## src/rtl/fge_pkg.sv

```systemverilog
package fge_pkg;

  // Word storage and field geometry.
  localparam int MAX_LEN  = 64;
  localparam int MAX_GENS = 26;
  localparam int ADDR_W   = (MAX_LEN > 1) ? $clog2(MAX_LEN) : 1;
  localparam int LEN_W    = $clog2(MAX_LEN + 1);
  localparam int FUNC_W   = 3;
  localparam int GEN_W    = 6;
  localparam int IDX_W    = 6;
  localparam int WLEN_W   = 7;
  localparam int NG_W     = 5;
  localparam int RANK_W   = 8;
  localparam int CMP_W    = (LEN_W > IDX_W) ? LEN_W : IDX_W;

  localparam logic [NG_W-1:0] NG_RESET = NG_W'(2);

  typedef logic signed [GEN_W-1:0] letter_t;
  typedef logic [ADDR_W-1:0]       addr_t;
  typedef logic [LEN_W-1:0]        len_t;
  typedef logic [RANK_W-1:0]       rank_t;

  localparam logic signed [GEN_W:0] GEN_HI = (GEN_W+1)'(MAX_GENS);
  localparam logic signed [GEN_W:0] GEN_LO = (GEN_W+1)'(-MAX_GENS);

  localparam letter_t LTR_ZERO  = letter_t'(0);
  localparam letter_t LTR_ONE   = letter_t'(1);
  localparam letter_t LTR_M_ONE = letter_t'(-1);

  typedef enum logic [FUNC_W-1:0] {
    FN_MUL_R = 3'd0,
    FN_MUL_L = 3'd1,
    FN_INV   = 3'd2,
    FN_NEXT  = 3'd3,
    FN_READ  = 3'd4,
    FN_SET   = 3'd5
  } func_t;

  // Physical slot of logical position i in the circular store.
  function automatic addr_t slot_addr(addr_t sp, len_t i);
    logic [LEN_W:0] s;
    s = (LEN_W+1)'(sp) + (LEN_W+1)'(i);
    if (s >= (LEN_W+1)'(MAX_LEN)) begin
      s = s - (LEN_W+1)'(MAX_LEN);
    end
    return ADDR_W'(s);
  endfunction

  function automatic letter_t neg_letter(letter_t l);
    return letter_t'(~l + 1'b1);
  endfunction

  // Shortlex rank: +k -> 2(k-1), -k -> 2(k-1)+1. With flip set, the rank of -l.
  function automatic rank_t rank_of(letter_t l, logic flip);
    logic [GEN_W:0] mag;
    mag = l[GEN_W-1] ? ({1'b0, ~l} + 1'b1) : {1'b0, l};
    return rank_t'({mag - 1'b1, l[GEN_W-1] ^ flip});
  endfunction

  function automatic letter_t letter_of(rank_t c);
    logic [GEN_W-1:0] g;
    g = GEN_W'(c[RANK_W-1:1]) + 1'b1;
    return c[0] ? letter_t'(GEN_W'(~g + 1'b1)) : letter_t'(g);
  endfunction

  function automatic logic gen_ok(letter_t g);
    logic signed [GEN_W:0] gx;
    gx = (GEN_W+1)'(g);
    return (gx >= GEN_LO) && (gx <= GEN_HI);
  endfunction

endpackage

```

## src/rtl/fge_if.sv

```systemverilog
interface fge_in_if import fge_pkg::*; ();
  logic              valid;
  logic              ready;
  logic [FUNC_W-1:0] func;
  letter_t           gen;
  logic [IDX_W-1:0]  index;

  modport source (output valid, func, gen, index, input ready);
  modport sink   (input valid, func, gen, index, output ready);
endinterface

interface fge_out_if import fge_pkg::*; ();
  logic              valid;
  logic              ready;
  letter_t           letter;
  logic [WLEN_W-1:0] word_length;
  logic              cancelled;
  logic              overflow;

  modport source (output valid, letter, word_length, cancelled, overflow, input ready);
  modport sink   (input valid, letter, word_length, cancelled, overflow, output ready);
endinterface

interface fge_cfg_if import fge_pkg::*; ();
  logic            valid;
  logic            ready;
  logic [NG_W-1:0] num_gens;

  modport source (output valid, num_gens, input ready);
  modport sink   (input valid, num_gens, output ready);
endinterface

```

## src/rtl/fge_ram.sv

```systemverilog
module fge_ram #(
  parameter int WIDTH = 8,
  parameter int DEPTH = 64,
  localparam int AW = (DEPTH > 1) ? $clog2(DEPTH) : 1
) (
  input  logic             clk,
  input  logic             we,
  input  logic [AW-1:0]    waddr,
  input  logic [WIDTH-1:0] wdata,
  input  logic [AW-1:0]    raddr,
  output logic [WIDTH-1:0] rdata
);

  logic [WIDTH-1:0] mem [DEPTH];

  always_ff @(posedge clk) begin
    if (we) begin
      mem[waddr] <= wdata;
    end
    rdata <= mem[raddr];
  end

endmodule

```

## src/rtl/free_group_word_engine.sv

```systemverilog
// Channel | Dir | Fields                                        | Handshake
// in_ch   | in  | func[2:0], gen[5:0] signed, index[5:0]        | valid/ready
// out_ch  | out | letter[5:0] signed, word_length[6:0],         | valid/ready
//         |     | cancelled, overflow                           |
// cfg_ch  | in  | num_gens[4:0]                                 | valid/ready
//
// Set, the unused codes and inverting the empty word finish in the accept
// state; multiplies and reads finish in their evaluate state. Invert reads and
// writes each letter pair, a middle letter counting as a pair; next-word reads
// each position scanned from the right and writes each letter refilled, and
// finishes at the scan, with no fill, when it overflows. The letter memory has
// a single read port, and every letter visit is one read.
// Reset (rst_n, synchronous, active low) empties the word and sets num_gens to
// 2; the letter memory itself is not cleared. A stalled result waits in the
// output register and the next word is taken meanwhile; only the finish of
// that following word waits for the register to drain.
module free_group_word_engine import fge_pkg::*; (
  input  logic        clk,
  input  logic        rst_n,
  fge_in_if.sink      in_ch,
  fge_out_if.source   out_ch,
  fge_cfg_if.sink     cfg_ch
);

  typedef enum logic [3:0] {
    S_IDLE,
    S_MUL_EVAL,
    S_RD_DATA,
    S_INV_RA,
    S_INV_RB,
    S_INV_WA,
    S_INV_WB,
    S_NX_RP,
    S_NX_RQ,
    S_NX_EVAL,
    S_NX_FILL,
    S_DONE
  } state_t;

  state_t            state_r, state_nxt;
  func_t             func_r, func_nxt;
  letter_t           gen_r, gen_nxt;
  logic [IDX_W-1:0]  idx_r, idx_nxt;
  len_t              len_r, len_nxt;
  addr_t             sp_r, sp_nxt;
  logic [NG_W-1:0]   ng_r, ng_nxt;
  len_t              pos_r, pos_nxt;
  letter_t           tmp_r, tmp_nxt;
  letter_t           letter_r, letter_nxt;
  logic              canc_r, canc_nxt;
  logic              ovf_r, ovf_nxt;

  logic              out_valid_r, out_valid_nxt;
  letter_t           out_letter_r, out_letter_nxt;
  logic [WLEN_W-1:0] out_len_r, out_len_nxt;
  logic              out_canc_r, out_canc_nxt;
  logic              out_ovf_r, out_ovf_nxt;

  // Letter memory ports.
  logic              ram_we;
  addr_t             ram_waddr;
  letter_t           ram_wdata;
  addr_t             ram_raddr;
  logic [GEN_W-1:0]  ram_rdata;
  letter_t           rd;

  // Working values of the current step.
  logic              fin;
  logic              is_right;
  logic              match;
  logic [NG_W-1:0]   n_eff;
  rank_t             top;
  rank_t             r_cur;
  rank_t             r_inv;
  rank_t             c_cand;
  letter_t           fill_ltr;

  fge_ram #(
    .WIDTH (GEN_W),
    .DEPTH (MAX_LEN)
  ) u_letters (
    .clk   (clk),
    .we    (ram_we),
    .waddr (ram_waddr),
    .wdata (ram_wdata),
    .raddr (ram_raddr),
    .rdata (ram_rdata)
  );

  assign rd = letter_t'(ram_rdata);

  assign in_ch.ready  = (state_r == S_IDLE);
  assign cfg_ch.ready = 1'b1;

  assign out_ch.valid       = out_valid_r;
  assign out_ch.letter      = out_letter_r;
  assign out_ch.word_length = out_len_r;
  assign out_ch.cancelled   = out_canc_r;
  assign out_ch.overflow    = out_ovf_r;

  // The generator count is clamped into 1..MAX_GENS; letters whose rank
  // reaches 2*n_eff are past the end of the alphabet and carry.
  always_comb begin
    if (ng_r == '0) begin
      n_eff = NG_W'(1);
    end else if (ng_r > NG_W'(MAX_GENS)) begin
      n_eff = NG_W'(MAX_GENS);
    end else begin
      n_eff = ng_r;
    end
    top = rank_t'({n_eff, 1'b0});
  end

  // Next-word step at one position: try the rank just above the current
  // letter, skipping the inverse of the left neighbor (which would cancel).
  always_comb begin
    r_cur  = rank_of(tmp_r, 1'b0);
    r_inv  = rank_of(rd, 1'b1);
    c_cand = r_cur + 1'b1;
    if ((pos_r != '0) && (c_cand == r_inv)) begin
      c_cand = r_cur + rank_t'(2);
    end
  end

  assign fill_ltr = (tmp_r == LTR_M_ONE) ? LTR_M_ONE : LTR_ONE;
  assign is_right = (func_r == FN_MUL_R);
  assign match    = (len_r != '0) && (rd == neg_letter(gen_r));

  always_comb begin
    state_nxt      = state_r;
    func_nxt       = func_r;
    gen_nxt        = gen_r;
    idx_nxt        = idx_r;
    len_nxt        = len_r;
    sp_nxt         = sp_r;
    ng_nxt         = ng_r;
    pos_nxt        = pos_r;
    tmp_nxt        = tmp_r;
    letter_nxt     = letter_r;
    canc_nxt       = canc_r;
    ovf_nxt        = ovf_r;
    out_valid_nxt  = out_valid_r && !out_ch.ready;
    out_letter_nxt = out_letter_r;
    out_len_nxt    = out_len_r;
    out_canc_nxt   = out_canc_r;
    out_ovf_nxt    = out_ovf_r;
    ram_we         = 1'b0;
    ram_waddr      = sp_r;
    ram_wdata      = LTR_ZERO;
    ram_raddr      = sp_r;
    fin            = 1'b0;

    if (cfg_ch.valid) begin
      ng_nxt = cfg_ch.num_gens;
    end

    unique case (state_r)
      S_IDLE: begin
        // The end letter or the indexed letter is fetched while accepting.
        case (func_t'(in_ch.func))
          FN_MUL_R: ram_raddr = slot_addr(sp_r, len_r - 1'b1);
          FN_READ:  ram_raddr = slot_addr(sp_r, LEN_W'(in_ch.index));
          default:  ram_raddr = sp_r;
        endcase
        if (in_ch.valid) begin
          func_nxt   = func_t'(in_ch.func);
          gen_nxt    = in_ch.gen;
          idx_nxt    = in_ch.index;
          letter_nxt = LTR_ZERO;
          canc_nxt   = 1'b0;
          ovf_nxt    = 1'b0;
          case (func_t'(in_ch.func))
            FN_MUL_R, FN_MUL_L: begin
              state_nxt = S_MUL_EVAL;
            end
            FN_INV: begin
              pos_nxt = '0;
              if (len_r == '0) begin
                fin = 1'b1;
              end else begin
                state_nxt = S_INV_RA;
              end
            end
            FN_NEXT: begin
              if (len_r == '0) begin
                // The empty word is followed by the single smallest letter.
                len_nxt   = len_t'(1);
                pos_nxt   = '0;
                tmp_nxt   = LTR_ZERO;
                state_nxt = S_NX_FILL;
              end else begin
                pos_nxt   = len_r - 1'b1;
                state_nxt = S_NX_RP;
              end
            end
            FN_READ: begin
              state_nxt = S_RD_DATA;
            end
            FN_SET: begin
              if (gen_ok(in_ch.gen)) begin
                sp_nxt = '0;
                if (in_ch.gen == LTR_ZERO) begin
                  len_nxt = '0;
                end else begin
                  len_nxt   = len_t'(1);
                  ram_we    = 1'b1;
                  ram_waddr = '0;
                  ram_wdata = in_ch.gen;
                end
              end
              fin = 1'b1;
            end
            default: begin
              fin = 1'b1;
            end
          endcase
        end
      end

      S_MUL_EVAL: begin
        if ((gen_r != LTR_ZERO) && gen_ok(gen_r)) begin
          if (match) begin
            // The new letter cancels the adjacent end letter.
            len_nxt  = len_r - 1'b1;
            canc_nxt = 1'b1;
            if (!is_right) begin
              sp_nxt = (sp_r == addr_t'(MAX_LEN - 1)) ? '0 : sp_r + 1'b1;
            end
          end else if (len_r == len_t'(MAX_LEN)) begin
            ovf_nxt = 1'b1;
          end else begin
            len_nxt   = len_r + 1'b1;
            ram_we    = 1'b1;
            ram_wdata = gen_r;
            if (is_right) begin
              ram_waddr = slot_addr(sp_r, len_r);
            end else begin
              sp_nxt    = (sp_r == '0) ? addr_t'(MAX_LEN - 1) : sp_r - 1'b1;
              ram_waddr = sp_nxt;
            end
          end
        end
        fin = 1'b1;
      end

      S_RD_DATA: begin
        if (CMP_W'(idx_r) < CMP_W'(len_r)) begin
          letter_nxt = rd;
        end
        fin = 1'b1;
      end

      // Invert swaps letter pairs from both ends inward, negating each.
      S_INV_RA: begin
        ram_raddr = slot_addr(sp_r, pos_r);
        state_nxt = S_INV_RB;
      end
      S_INV_RB: begin
        ram_raddr = slot_addr(sp_r, len_r - 1'b1 - pos_r);
        tmp_nxt   = rd;
        state_nxt = S_INV_WA;
      end
      S_INV_WA: begin
        ram_we    = 1'b1;
        ram_waddr = slot_addr(sp_r, pos_r);
        ram_wdata = neg_letter(rd);
        state_nxt = S_INV_WB;
      end
      S_INV_WB: begin
        ram_we    = 1'b1;
        ram_waddr = slot_addr(sp_r, len_r - 1'b1 - pos_r);
        ram_wdata = neg_letter(tmp_r);
        pos_nxt   = pos_r + 1'b1;
        if ((pos_r + 1'b1) < len_t'((LEN_W+1)'((LEN_W+1)'(len_r) + 1'b1) >> 1)) begin
          state_nxt = S_INV_RA;
        end else begin
          fin = 1'b1;
        end
      end

      // Next word scans from the right for a letter that can be raised.
      S_NX_RP: begin
        ram_raddr = slot_addr(sp_r, pos_r);
        state_nxt = S_NX_RQ;
      end
      S_NX_RQ: begin
        ram_raddr = slot_addr(sp_r, pos_r - 1'b1);
        tmp_nxt   = rd;
        state_nxt = S_NX_EVAL;
      end
      S_NX_EVAL: begin
        if (c_cand < top) begin
          ram_we    = 1'b1;
          ram_waddr = slot_addr(sp_r, pos_r);
          ram_wdata = letter_of(c_cand);
          tmp_nxt   = letter_of(c_cand);
          pos_nxt   = pos_r + 1'b1;
          state_nxt = S_NX_FILL;
        end else if (pos_r != '0) begin
          pos_nxt   = pos_r - 1'b1;
          state_nxt = S_NX_RP;
        end else if (len_r == len_t'(MAX_LEN)) begin
          // Already the last word of the longest length.
          ovf_nxt = 1'b1;
          fin     = 1'b1;
        end else begin
          len_nxt   = len_r + 1'b1;
          pos_nxt   = '0;
          tmp_nxt   = LTR_ZERO;
          state_nxt = S_NX_FILL;
        end
      end
      S_NX_FILL: begin
        // The tail becomes the smallest reduced continuation.
        if (pos_r < len_r) begin
          ram_we    = 1'b1;
          ram_waddr = slot_addr(sp_r, pos_r);
          ram_wdata = fill_ltr;
          tmp_nxt   = fill_ltr;
          pos_nxt   = pos_r + 1'b1;
        end else begin
          fin = 1'b1;
        end
      end

      S_DONE: begin
        fin = 1'b1;
      end

      default: begin
        state_nxt = S_IDLE;
      end
    endcase

    // Finished work goes straight to the output register when it is free;
    // otherwise it waits in S_DONE.
    if (fin) begin
      if (!out_valid_r || out_ch.ready) begin
        out_valid_nxt  = 1'b1;
        out_letter_nxt = letter_nxt;
        out_len_nxt    = WLEN_W'(len_nxt);
        out_canc_nxt   = canc_nxt;
        out_ovf_nxt    = ovf_nxt;
        state_nxt      = S_IDLE;
      end else begin
        state_nxt = S_DONE;
      end
    end
  end

  always_ff @(posedge clk) begin
    if (!rst_n) begin
      state_r     <= S_IDLE;
      len_r       <= '0;
      sp_r        <= '0;
      ng_r        <= NG_RESET;
      out_valid_r <= 1'b0;
    end else begin
      state_r     <= state_nxt;
      len_r       <= len_nxt;
      sp_r        <= sp_nxt;
      ng_r        <= ng_nxt;
      out_valid_r <= out_valid_nxt;
    end
    func_r       <= func_nxt;
    gen_r        <= gen_nxt;
    idx_r        <= idx_nxt;
    pos_r        <= pos_nxt;
    tmp_r        <= tmp_nxt;
    letter_r     <= letter_nxt;
    canc_r       <= canc_nxt;
    ovf_r        <= ovf_nxt;
    out_letter_r <= out_letter_nxt;
    out_len_r    <= out_len_nxt;
    out_canc_r   <= out_canc_nxt;
    out_ovf_r    <= out_ovf_nxt;
  end

endmodule
```

## src/flat_wrapper.sv

```systemverilog
// flat-port wrapper written by rule: the top's interface ports become plain ports
module free_group_word_engine_flat import fge_pkg::*;
  (clk, rst_n, in_ch_valid, in_ch_func, in_ch_gen, in_ch_index, in_ch_ready, out_ch_valid, out_ch_letter, out_ch_word_length, out_ch_cancelled, out_ch_overflow, out_ch_ready, cfg_ch_valid, cfg_ch_num_gens, cfg_ch_ready);
  fge_in_if in_ch_i ();
  fge_out_if out_ch_i ();
  fge_cfg_if cfg_ch_i ();
  input  logic clk;
  input  logic rst_n;
  input wire logic [$bits(in_ch_i.valid)-1:0] in_ch_valid;
  input wire logic [$bits(in_ch_i.func)-1:0] in_ch_func;
  input wire logic [$bits(in_ch_i.gen)-1:0] in_ch_gen;
  input wire logic [$bits(in_ch_i.index)-1:0] in_ch_index;
  output wire logic [$bits(in_ch_i.ready)-1:0] in_ch_ready;
  output wire logic [$bits(out_ch_i.valid)-1:0] out_ch_valid;
  output wire logic [$bits(out_ch_i.letter)-1:0] out_ch_letter;
  output wire logic [$bits(out_ch_i.word_length)-1:0] out_ch_word_length;
  output wire logic [$bits(out_ch_i.cancelled)-1:0] out_ch_cancelled;
  output wire logic [$bits(out_ch_i.overflow)-1:0] out_ch_overflow;
  input wire logic [$bits(out_ch_i.ready)-1:0] out_ch_ready;
  input wire logic [$bits(cfg_ch_i.valid)-1:0] cfg_ch_valid;
  input wire logic [$bits(cfg_ch_i.num_gens)-1:0] cfg_ch_num_gens;
  output wire logic [$bits(cfg_ch_i.ready)-1:0] cfg_ch_ready;
  assign in_ch_i.valid = in_ch_valid;
  assign in_ch_i.func = in_ch_func;
  assign in_ch_i.gen = in_ch_gen;
  assign in_ch_i.index = in_ch_index;
  assign in_ch_ready = in_ch_i.ready;
  assign out_ch_valid = out_ch_i.valid;
  assign out_ch_letter = out_ch_i.letter;
  assign out_ch_word_length = out_ch_i.word_length;
  assign out_ch_cancelled = out_ch_i.cancelled;
  assign out_ch_overflow = out_ch_i.overflow;
  assign out_ch_i.ready = out_ch_ready;
  assign cfg_ch_i.valid = cfg_ch_valid;
  assign cfg_ch_i.num_gens = cfg_ch_num_gens;
  assign cfg_ch_ready = cfg_ch_i.ready;
  free_group_word_engine u_core (.clk(clk), .rst_n(rst_n), .in_ch(in_ch_i), .out_ch(out_ch_i), .cfg_ch(cfg_ch_i));
endmodule
```

## config.mk

```make
export PLATFORM = sky130hd
export DESIGN_NAME = free_group_word_engine_flat
export DESIGN_NICKNAME = d
export VERILOG_FILES = /design/src/rtl/fge_pkg.sv /design/src/rtl/fge_if.sv /design/src/rtl/fge_ram.sv /design/src/rtl/free_group_word_engine.sv /design/src/flat_wrapper.sv
export SDC_FILE = /design/constraint.sdc
export NUM_CORES = 1
export LEC_CHECK = 0
export BUFFER_PORTS_ARGS = -buffer_cell sky130_fd_sc_hd__buf_2
export CORE_ASPECT_RATIO = 0.7
export CORE_UTILIZATION = 63
export CTS_CLUSTER_DIAMETER = 80
export DETAILED_ROUTE_END_ITERATION = 12
export PLACE_DENSITY = 0.8
export SLEW_MARGIN = 10
export SYNTH_ARGS = -nofsm -noshare
export SYNTH_HDL_FRONTEND = slang
export SYNTH_HIERARCHICAL = 1
export SYNTH_SLANG_ARGS = --single-unit
```

## constraint.sdc

```tcl
create_clock -name clk -period 8.4 [get_ports clk]
set_clock_uncertainty 0.05 [all_clocks]
set_input_delay 0.84 -clock clk [delete_from_list [all_inputs] [get_ports clk]]
set_output_delay 0.84 -clock clk [all_outputs]
set_load 0.02 [all_outputs]
```

### After elaboration in Yosys (flattened, before gate mapping)

Memory sizes are Yosys's and may differ from the RTL's. A register that Yosys moved wholly into a read port is not among the register bits.
Index checks and enable logic that the tools add are counted.

| cells by class | value |
|---|---|
| add/subtract/negate cells | 31 |
| multiply operators | 0 |
| divide/modulo/power cells | 0 |
| magnitude comparators | 15 |
| equality and inequality tests | 40 |
| shift-type cells | 0 |
| mux-type cells | 122 |
| bitwise operators | 7 |
| reduce and logical (&&, ||, !) cells | 35 |

Operators with widths:

| kind | number |
|---|---|
| $mux 6 | 46 |
| $mux 7 | 16 |
| $pmux 6 s6 | 2 |
| $pmux 6 s4 | 2 |
| $sub 6x1->6 const B | 7 |
| $add 6x7->8 | 5 |
| $ge 8x7->1 const B | 5 |
| $add 6x1->6 const B | 6 |
| $mux 4 | 9 |
| $not 6->6 | 6 |
| $pmux 4 s9 | 1 |
| $pmux 6 s2 | 3 |
| $mux 1 | 30 |
| $pmux 7 s2 | 2 |
| $pmux 7 s4 | 1 |
| $sub 7x1->7 const B | 4 |
| $pmux 7 s3 | 1 |
| $eq 4x3->1 const B | 4 |
| $eq 4x4->1 const B | 4 |
| $pmux 4 s4 | 1 |
| $add 6x1->7 const B | 2 |
| $add 7x1->7 const B | 2 |
| $lt 7x7->1 | 2 |
| $ne 2x1->1 const B | 7 |
| other kinds (53) | 82 |

| word-level totals | value |
|---|---|
| register bits after elaboration | 74 |
| bits in latches | 0 |
| memory bits (writable) | 384 |
| bits in read-only memories | 0 |
| word-level logic and storage cells | 268 |
| memories | 1 |

Memories:

| memory | words | bits a word | read ports | clocked after memory_dff | wr ports | line | text |
|---|---|---|---|---|---|---|---|
| u_core.u_letters.mem | 64 | 6 | 1 | 1 | 1 | fge_ram.sv:14 | `logic [WIDTH-1:0] mem [DEPTH];` |

### Logic depth before layout (Yosys ltp)

| logic depth | value |
|---|---|
| depth in word-level cells | 14 |
| mapped depth | 35 |

### Hierarchy

The synthesis kept the hierarchy.

By module, submodules not included:

| module | instances | cells each | area each (um2) |
|---|---|---|---|
| fge_ram | 1 | 729 | 15205.8 |
| free_group_word_engine | 1 | 1055 | 8418.1 |

### Least setup slack after synthesis

No wires, ideal clock.

| timing | value |
|---|---|
| kind | register -> register |
| from | register u_core.tmp_r[0] |
| to | memory u_core/u_letters/mem[0][5] in the netlist's numbering, data pin |
| library setup time | 542 ps |
| arrival time | 6781 ps |
| required time | 7808 ps |
| setup slack | 1027 ps |
| cell stages (with the launch flop) | 27 |
| clock period less this slack | 7373 ps |
| cells stage by stage | edfxtp_1 -> buf_2 -> inv_1 -> ha_1 -> mux2i_1 -> ha_1 -> clkbuf_1 -> or3_1 -> a21oi_1 -> o311ai_1 -> a21oi_4 -> xor2_4 -> xor2_2 -> a211oi_1 -> nor3_2 -> inv_1 -> ha_1 -> a21oi_1 -> o21ai_0 -> a211oi_1 -> nor2_1 -> nor2_1 -> nand2_1 -> a211oi_1 -> o21ai_1 -> clkbuf_1 -> o211ai_1 |

| on the way | value |
|---|---|
| cells in the longest elaborated chain, start to end | 14 |
| elaborated cells between the ends (all ways) | 21 |

RTL lines:

| what | line | text |
|---|---|---|
| start, declared | free_group_word_engine.sv:48 | `letter_t tmp_r, tmp_nxt;` |
| start signal, assigned | free_group_word_engine.sv:369 | `tmp_r <= tmp_nxt;` |
| $not 6->6 | fge_pkg.sv:56 | `mag = l[GEN_W-1] ? ({1'b0, ~l} + 1'b1) : {1'b0, l};` |
| $add 6x1->7 | fge_pkg.sv:56 |  |
| $mux 7 | fge_pkg.sv:56 |  |
| $sub 7x1->7 | fge_pkg.sv:57 | `return rank_t'({mag - 1'b1, l[GEN_W-1] ^ flip});` |
| $add 8x1->8 | free_group_word_engine.sv:119 | `c_cand = r_cur + 1'b1;` |
| $eq 8x8->1 | free_group_word_engine.sv:120 | `if ((pos_r != '0) && (c_cand == r_inv)) begin` |
| $logic_and 1x1->1 | free_group_word_engine.sv:120 |  |
| $mux 8 | free_group_word_engine.sv:120 |  |
| $add 6x1->6 | fge_pkg.sv:62 | `g = GEN_W'(c[RANK_W-1:1]) + 1'b1;` |
| $not 6->6 | fge_pkg.sv:63 | `return c[0] ? letter_t'(GEN_W'(~g + 1'b1)) : letter_t'(g);` |
| $add 6x1->6 | fge_pkg.sv:63 |  |
| $mux 6 | fge_pkg.sv:63 |  |
| $mux 6 | free_group_word_engine.sv:292 | `if (c_cand < top) begin` |
| $pmux 6 s6 * | free_group_word_engine.sv:157 | `unique case (state_r)` |
| net u_core.ram_wdata[5] | free_group_word_engine.sv:62 | `letter_t ram_wdata;` |
| end, declared | fge_ram.sv:14 |  |

Mark *: on every way through the listed nets, which the timed path passes. The rest lies on a longest branch.

### Worst setup path after layout

| timing | value |
|---|---|
| from | register u_core.tmp_r[0] |
| to | memory u_core/u_letters/mem[8][0] in the netlist's numbering, enable pin |

| on the way | value |
|---|---|
| cells in the longest elaborated chain, start to end | 13 |
| elaborated cells between the ends (all ways) | 16 |

RTL lines:

| what | line | text |
|---|---|---|
| $not 6->6 | fge_pkg.sv:56 |  |
| $add 6x1->7 | fge_pkg.sv:56 |  |
| $mux 7 * | fge_pkg.sv:56 |  |
| $sub 7x1->7 * | fge_pkg.sv:57 |  |
| $add 8x1->8 | free_group_word_engine.sv:119 |  |
| $eq 8x8->1 | free_group_word_engine.sv:120 |  |
| $logic_and 1x1->1 | free_group_word_engine.sv:120 |  |
| $mux 8 * | free_group_word_engine.sv:120 |  |
| $lt 8x6->1 * | free_group_word_engine.sv:292 |  |
| $mux 1 * | free_group_word_engine.sv:292 |  |
| $pmux 1 s5 * | free_group_word_engine.sv:157 |  |
| net u_core.ram_we | free_group_word_engine.sv:60 | `logic ram_we;` |
| $mux 1 * | fge_ram.sv:17 | `if (we) begin` |
| $mux 1 (implied by the code) * | fge_ram.sv:18 | `mem[waddr] <= wdata;` |

Marks and branches as above.

==> results.yml <==
run_status:
  status: "complete, but fails checks"
  violations: "DRC"
cells_and_area:
  fill_cells: 2365
  syn_to_final_growth_pct: 10.4
  seqCellArea_um2: 13600
  drive_above_1_share_pct: 18.3
  nNetsFinal: 1942
  multi_input_area_um2: 9470
  finalNonFillerCells: 2355
  fin_util_pct: 71.6
die:
  die_w_um: 233
  start_util_pct: 64.8
  coreArea_um2: 36400
  die_area_um2: 38300
  core.rowCount: 58
  die_height_um: 164
  ios: 43
setup_path:
  critPathMaxFanout: 14
  ff2ff_setup_slack_ns: 0.45
  reg2reg_from: "u_core/tmp_r[0]$_DFFE_PP_"
  worstPathArrival_ns: 8.12
  critical_path_class: "register to register"
  cp-end-kind: "register"
  start_kind: "register"
  reg2reg_depth: 25
  worstSetupStartpoint: "u_core/tmp_r[0]$_DFFE_PP_"
  required_ns: 8.56
  timing.rr.end: "u_core/u_letters/mem[8][0]$_DFFE_PP_"
flow_run:
  max-cap-violations: 0
place:
  io_buffers: 41
  dp_cells: 2275
  hpwl_mm: 44.0
  routabilityCongestion: 1.01
routing:
  drt_pass1_iterations: 12
  wire_per_inst_um: 27.6
  detail_route.vias_per_cell: 6.98
  drt_iter0_drc: 2548
  drc: 4
  wl_mm: 64.9
  antenna_left: 0
  dr_total_vias: 16400
global_route:
  grt_pass1_wl_mm: 97.3
  grt_max_degree: 87
  track_usage_pct: 34.6
  first_global_vias: 15700
  grt_overflow: 0
  antenna_found_initial: 1
sta:
  hold_viol: 0
  slew_viol_final: 0
  fin_tns_setup_ns: 0
  period_share_pct: 94.7
  fmax_mhz: 126
  tightest_slew_ns: 1.04
  setup_viol_count_final: 0
  fin_crit_ns: 7.95
  rsz0062_at_grt: "false"
  relSlewSlack_pct: 30.7
  whs_ns: 0.402
clocking:
  clkTransAtPathRegs_ns: 0.07
  cts.htree.levels: 2
  numCtsBuffers: 44
  worstSkewPairLatency_ns: 0.57
  root_buffer: "clkbuf_16"
  clk_path_buf_depth: 3
  cts_tree: "done"
  cts.sinks: 464
  ctsHoldBuffers: 0
yosys:
  synth_commonest_cells: "edfxtp_1 (427), nand2_1 (139), nor2_1 (131)"
  ys_types: 95
  synth_seq_cells: 464
  synth_ff_type: "edfxtp_1"
  yosys.area.top_type: "edfxtp_1"
  yosysWarnings: 6
  mappedNetlistArea_um2: 23600
  syn-num-nets: 1885
  yosysMostFrequentCell: "edfxtp_1"
  async_flop_share_pct: 0
  yosys-top-cells-area: "edfxtp_1 (54%), mux4_2 (9.8%), ha_1 (3.7%), dfxtp_1 (3.1%), xnor2_1 (2.6%)"
  yosysSeqAreaShare_pct: 57.4
  synth_top_area_share_pct: 54.3
  syn_inst: 1784
  synth_edf_count: 427
  syn_area_per_cell_um2: 13.2
hold_path:
  min-delay-path-class: "input pin to register"
  worstHoldEndpoint: "u_core/idx_r[3]$_DFFE_PP_"
  hold_depth: 1
  min_from: "in_ch_index[3]"
pwr:
  leakage_nw: 8.91
  p_per_area_nw_per_um2: 242
  vdd_drop_max_uv: 173
  total_power_mw: 6.31
==> stage by stage <==
step           setup WS (ns)  instance area [µm²]
6_report               0.447                26100
3_3_place_gp           0.668                24600
5_1_grt               0.0174                26100
2_1_floorplan           1.03                23600
4_1_cts                0.320                26000
3_5_place_dp           0.348                24600
==> metal layers <==
metal / routed length [µm] / track usage [%] / up-vias
met5: 0 / 0 / -
met2: 27300 / 48.4 / 1252
met4: 1480 / 7.97 / 0
li1: - / - / 6979
met3: 9820 / 10.8 / 145
met1: 26300 / 53.0 / 8070
==> what timing repair did <==
action | CTS | global route
buffers inserted | 0 | 0
endpoints found under the setup margin | 0 | 332
gates resized for setup | 0 | 27
==> power breakdown <==
group	total (mW)	switching [mW]	internal (mW)
registers	2.68	0.0892	2.59
logic	1.60	0.998	0.600
clock network	2.03	0.888	1.15
==> worst max-delay path, stage by stage (launching register included) <==
cell and delay [ns]:
edfxtp_1 0.39, inv_1 0.22, ha_1 0.31, mux2i_1 0.25
ha_2 0.40, xnor2_2 0.14, xnor2_2 0.21, or4_4 0.53
a21oi_4 0.24, xor2_4 0.13, xnor2_2 0.41, nor3_1 0.15
nor3_2 0.41, inv_1 0.09, ha_1 0.32, a21oi_1 0.12
o21ai_0 0.12, a211oi_1 0.33, o2111ai_1 0.19, nor3_2 0.39
o21ai_1 0.22, nand3_1 0.19, o21ai_0 0.33, or3_1 0.57
or2_1 0.42, nor2_1 0.45
==> worst max-delay path by stage <==
stage                                       endpoint  slack (ns)  cells after the start
5_1_grt         u_core/u_letters/mem[8][0]$_DFFE_PP_        0.02                     30
6_report        u_core/u_letters/mem[8][0]$_DFFE_PP_        0.45                     25
3_3_place_gp   u_core/u_letters/mem[39][4]$_DFFE_PP_        0.67                     29
4_1_cts        u_core/u_letters/mem[18][5]$_DFFE_PP_        0.32                     31
3_5_place_dp   u_core/u_letters/mem[16][4]$_DFFE_PP_        0.35                     31
2_1_floorplan   u_core/u_letters/mem[0][5]$_DFFE_PP_        1.03                     26
==> flip-flops by register name, indices dropped and copies added, names as in the netlist <==
name,cells
u_core/out_ch.overflow,1
u_core/canc_r,1
u_core/u_letters/mem,384
u_core/out_ch.letter,6
u_core/letter_r,6
u_core/ng_r,5
u_core/out_ch.word_length,7
u_core/out_ch.valid,1
u_core/idx_r,6
u_core/ovf_r,1
u_core/pos_r,7
u_core/func_r,3
u_core/len_r,7
u_core/u_letters/rdata,6
u_core/out_ch.cancelled,1
u_core/tmp_r,6
u_core/sp_r,6
u_core/gen_r,6
u_core/state_r,4
==> cell families (layout without fill, tap and decap cells) <==
logic type / after synthesis / after routing / synth area share (%)
compound gates: 349 / 349 / 10.0
xor+xnor: 106 / 106 / 4.26
fa+ha+maj: 76 / 76 / 4.22
buf+inv: 163 / 252 / 2.96
flops: 464 / 464 / 57.4
mux: 130 / 130 / 11.0
other cells: 1 / 3 / 0.0159
simple gates: 495 / 495 / 10.1
==> cell usage in the layout (no fill, tap or decap), types with 7 or more instances in the layout <==
| cell | n |
|---|---|
| xor2_1 | 29 |
| mux4_2 | 103 |
| nor2_1 | 107 |
| clkbuf_16 | 45 |
| mux2i_1 | 23 |
| o21a_1 | 12 |
| nor2b_1 | 13 |
| clkinv_1 | 10 |
| nor4_1 | 7 |
| nand2b_1 | 18 |
| o21ai_0 | 67 |
| nand4_1 | 7 |
| or3_1 | 13 |
| a22oi_1 | 19 |
| nor2_2 | 25 |
| inv_1 | 60 |
| xnor2_1 | 69 |
| ha_1 | 69 |
| nand3_1 | 46 |
| and2_1 | 13 |
| a211oi_1 | 11 |
| edfxtp_1 | 427 |
| a21oi_1 | 68 |
| a21o_1 | 19 |
| nor3_1 | 41 |
| o211ai_1 | 24 |
| buf_2 | 41 |
| a31oi_1 | 21 |
| or2_1 | 12 |
| nand3b_1 | 12 |
| o21ai_1 | 9 |
| o22ai_1 | 12 |
| dfxtp_1 | 37 |
| o221ai_1 | 7 |
| buf_4 | 69 |
| and3_1 | 9 |
| nand2_1 | 138 |
==> layout make-up <==
type,instances,share of cell area [%]
antenna,2,0.0192
clock buffer,51,4.40
clock inverter,27,1.15
inverter,62,0.892
multi-input combinational,1157,36.3
sequential,464,52.0
tap,480,2.30
timing repair buffer,112,2.93
Power figures use the tool's default switching activity.
